`config.mk`:
```
export PLATFORM = sky130hd
export DESIGN_NAME = rpn_ram
export DESIGN_NICKNAME = d
export VERILOG_FILES = /design/src/rpn_stack_calculator_defines.svh /design/src/rpn_ram.sv
export SDC_FILE = /design/constraint.sdc
export NUM_CORES = 2
export LEC_CHECK = 0
export ABC_AREA = 1
export BUFFER_PORTS_ARGS = -buffer_cell sky130_fd_sc_hd__buf_2
export CAP_MARGIN = 15
export CORE_ASPECT_RATIO = 1.25
export CORE_MARGIN = 2
export CORE_UTILIZATION = 53
export DETAILED_ROUTE_END_ITERATION = 16
export PLACE_DENSITY_LB_ADDON = 0.12
export REMOVE_ABC_BUFFERS = 1
export SETUP_SLACK_MARGIN = 0.1
export SLEW_MARGIN = 30
export SYNTH_ARGS = -nofsm -noshare
export SYNTH_HDL_FRONTEND = slang
export SYNTH_SLANG_ARGS = --single-unit
```
`constraint.sdc`:
```
create_clock -name clk -period 6.8 [get_ports clk]
set_clock_uncertainty 0.1 [all_clocks]
set_input_delay 0.34 -clock clk [delete_from_list [all_inputs] [get_ports clk]]
set_output_delay 0.34 -clock clk [all_outputs]
set_load 0.05 [all_outputs]
```
`src/rpn_stack_calculator_defines.svh`:
```
// Assertion macros for the RPN stack calculator
`ifndef RPN_STACK_CALCULATOR_DEFINES_SVH
`define RPN_STACK_CALCULATOR_DEFINES_SVH
`define RPN_ASSERT_IMPL(label, ante, cons) \
  label: assert property (@(posedge clk) disable iff (rst) (ante) |-> (cons)) \
    else $error("rpn assertion failed");
`define RPN_ASSERT_NEXT(label, ante, cons) \
  label: assert property (@(posedge clk) disable iff (rst) (ante) |=> (cons)) \
    else $error("rpn assertion failed");
`endif

```
`src/rpn_ram.sv`:
```
// Generic single-port-write RAM with registered read
module rpn_ram #(
  parameter int WIDTH = 32,
  parameter int DEPTH = 128
) (
  input  logic                     clk,
  input  logic                     we,
  input  logic [$clog2(DEPTH)-1:0] waddr,
  input  logic [WIDTH-1:0]         wdata,
  input  logic [$clog2(DEPTH)-1:0] raddr,
  output logic [WIDTH-1:0]         rdata
);
  logic [WIDTH-1:0] mem [DEPTH];
  always_ff @(posedge clk) begin
    if (we) mem[waddr] <= wdata;
    rdata <= mem[raddr];
  end
endmodule
```
# [Word level (Yosys, flattened, before mapping)]
# Memories as Yosys holds them, arrays and structs flattened. A register that Yosys moved wholly into a read port is not among the register bits.
# Cells that the tools add are included.
[word_totals] latchBits=0 romBits=0 n_memories=1 output_inout_bits=32 input_bits=48 mem_bits_rw=4096 ff_bits=0 word_cells=3
[mem_list] name="mem" words=128 width=32 read_ports=1 rd_clocked_by_memory_dff=1 wr=1 line_no="rpn_ram.sv:13" text="logic [WIDTH-1:0] mem [DEPTH];"
[classes] bitwise=0 order_cmp=0 multipliers=0 n_mux=2 shifts=0 div=0 eq_ne=0 n_reduce_logical=0 add_sub_neg=0
[ops] cell="$mux W1" count=2

# [Longest topological paths before layout]
[logic_depth] word_depth=2 depth_mapped=13 mapped_depth_nobuf=9

# [Worst setup path before layout]
# OpenSTA, ideal clock, no wires.
[synth_path] kind="input port to flip-flop" from="input port we" to="memory mem[105][0] (enable)" arrival_ns=2.317 required_time_ns=6.279 setup_time_ns=0.421 path_buffers=2 stages=4 setup_slack_ns=3.962 cell_sequence="clkbuf_1 > nand2_1 > clkbuf_1 > nor2_1"
[synth_via] elab_chain_len=2
[synth_rtl] element="from (decl)" line_no="rpn_ram.sv:7" text="input logic we,"
[synth_rtl] element="$mux W1" line_no="rpn_ram.sv:15" text="if (we) mem[waddr] <= wdata;"
[synth_rtl] element="$mux W1 (implied by the code)" line_no="rpn_ram.sv:15"
[synth_rtl] element="to (decl)" line_no="rpn_ram.sv:13"
# Every way passes these cells.

==> results.toml <==
[run_status]
outcome = "finished clean"

[sta]
finalWorstSetupSlack_ns = 2.88
fmax_mhz = 255
hold_viol_final = 0
worst_pin_slew_ns = 1.08
rsz0062_at_grt = "false"
slew_headroom = 0.280
fin_tns_setup_ns = 0
holdWs_ns = 0.0710
period_needed_ns = 3.92
drv_slew = 0
finalCritPeriodShare = 0.576
setup_viol = 0

[cells_and_area]
area_delta_synth_final_pct = 11.0
final_layout_size_suffix_gt1_frac = 0.0778
nNetsFinal = 13300
layout_common_cells = "nand2_1, edfxtp_1, nand3_1"
finalNonFillerCells = 17800
fillers = 24100
final_common_cell = "nand2_1"

[synthesis]
synth_warnings = 0
syn_area_um2 = 165000
synth_cells = 13400
synth_area_per_cell_um2 = 12.3
ys_ff_latch = 4128
seq_area_frac_synth = 0.751
yosysUniqueCellTypes = 15

[power_and_ir_drop]
max-vdd-ir-drop_v = 0.000217
p_int_mw = 41.2
pwr-share-seq = 0.529
cellPowerDensity_nw_per_um2 = 291
clkPwrFrac = 0.407
p_sw_frac = 0.227
switchingPower_mw = 12.1
power_leakage_nw = 63.1
p_comb_frac = 0.064
total_power_mw = 53.3

[clocking]
clk_latency_ns = 0.93
clk_path_buf_depth = 4
post_cts_resized = 0
cts.sinks = 4128
h-tree-depth = 5
post_cts_buffers = 0
cts_root_buf = "clkbuf_16"
cts_tree = "yes"
clk_pin_slew_worst_paths_ns = 0.06
numCtsBuffers = 396

[worst_hold_path]
hp-class = "input pin to register"

[grt]
antenna_found_initial = 36
grt_max_degree = 226
overflow = 0
first_global_vias = 103000
grt_pass1_wl_um = 718000
grtUsageTotal = 0.315

[die]
fp.dieW_um = 503
rows = 228
initial_core_util = 0.533
ios = 80
die_area_um2 = 315000
chipHeight_um = 627
fp.coreArea_um2 = 309000

[critical_path]
critical_path.max_fanout = 141
cp-end-kind = "register"
crit_path_start_kind = "input pin"
worst-setup-path-type = "input pin to register"
worstPathArrival_ns = 4.67
crit_required_ns = 7.55
r2r_setup_slack_ns = 4.18

[drt]
via_per_inst = 6.13
detail_route.wl_per_cell_um = 28.2
wirelength_um = 502000
via_count = 109000
first_iter_violations = 13800
detail-route-antenna-nets = 0
drc = 0
first_pass_iters = 7

[place]
port_buffers = 79
dp_hpwl_um = 265000
place_inst = 17000
dp_slack_ns = 2.46
gp_congestion = 0.857

[flow_run]
maxCapViolCount = 0
==> area by class of cell <==
type	instances	area (um^2)	share of cell area
multi-input cells	8328	37300	0.204
well taps	4140	5180	0.0283
clock inverters	211	1930	0.0106
clock buffers	502	10600	0.0581
flip-flops and latches	4128	124000	0.677
inverters	24	148	0.000808
repair buffers	405	3840	0.0210
diodes	37	92.6	0.000507
==> power by group through the flow <==
stage          clock network (mW)  registers [mW]  logic, mW
2_1_floorplan                   0            28.8       1.64
3_3_place_gp                    0            28.7       3.28
3_5_place_dp                    0            28.7       3.33
4_1_cts                      21.9            28.2       3.36
5_1_grt                      22.9            28.2       3.62
6_report                     21.7            28.2       3.42
==> worst max-delay path, stage by stage <==
cell and delay [ns]:
buf_12 0.19, inv_16 0.33, buf_16 0.38, buf_4 0.55, buf_4 0.45, nand2_1 0.09
nand3_1 0.08, nand3_1 0.11, nand3_1 0.18, nand3_1 0.24, nand3_1 0.27, nand3_1 0.56
nand2_1 0.24
==> Yosys cell counts <==
master / count / area, um^2
nor3_1: 8 / 40.0
nand2_1: 4151 / 15600
edfxtp_1: 4096 / 123000
nor2_1: 134 / 503
buf_1: 100 / 375
inv_2: 2 / 7.51
dfxtp_1: 32 / 641
buf_2: 602 / 3010
inv_1: 20 / 75.1
buf_6: 11 / 124
inv_4: 2 / 12.5
nand3_1: 4035 / 20200
buf_4: 86 / 646
clkbuf_1: 109 / 409
buf_8: 1 / 15.0
==> final timing paths <==
check,from,end,cells past startpoint
worst max-delay path,raddr[0],rdata[3],13
worst min-delay path,waddr[2],mem[83][6],4
worst max register to register,mem[3][30],rdata[30],8
worst min register to register,mem[10][6],rdata[6],8
==> logic make-up (layout without fill, tap and decap cells) <==
family | count (synthesis) | after routing | synth area share
buffers and inverters | 933 | 1142 | 0.0284
flip-flops | 4128 | 4128 | 0.751
other | 0 | 37 | 0
AND/OR/NAND/NOR | 8328 | 8328 | 0.221
==> routing by layer <==
layer	track usage	vias to the layer above	wire, um
li1	-	47800	-
met1	0.417	54300	188000
met2	0.494	5785	234000
met3	0.0560	1066	48500
met4	0.181	16	32100
met5	0	-	94
==> stage by stage <==
stage | cell area (um^2) | utilization
4_1_cts | 183000 | 0.591
3_3_place_gp | 169000 | 0.548
3_5_place_dp | 170000 | 0.549
6_report | 183000 | 0.592
2_1_floorplan | 160000 | -
5_1_grt | 183000 | 0.591
==> registers in the layout, indices dropped and copies added (netlist names) <==
register	flops
mem	4096
rdata	32
==> repair_timing <==
action | CTS | global route
hold endpoints to repair | 1456 | 146
endpoints found under the setup margin | 0 | 0
hold buffers | 34 | 2
Note: power is estimated with default switching activity, not from simulation.
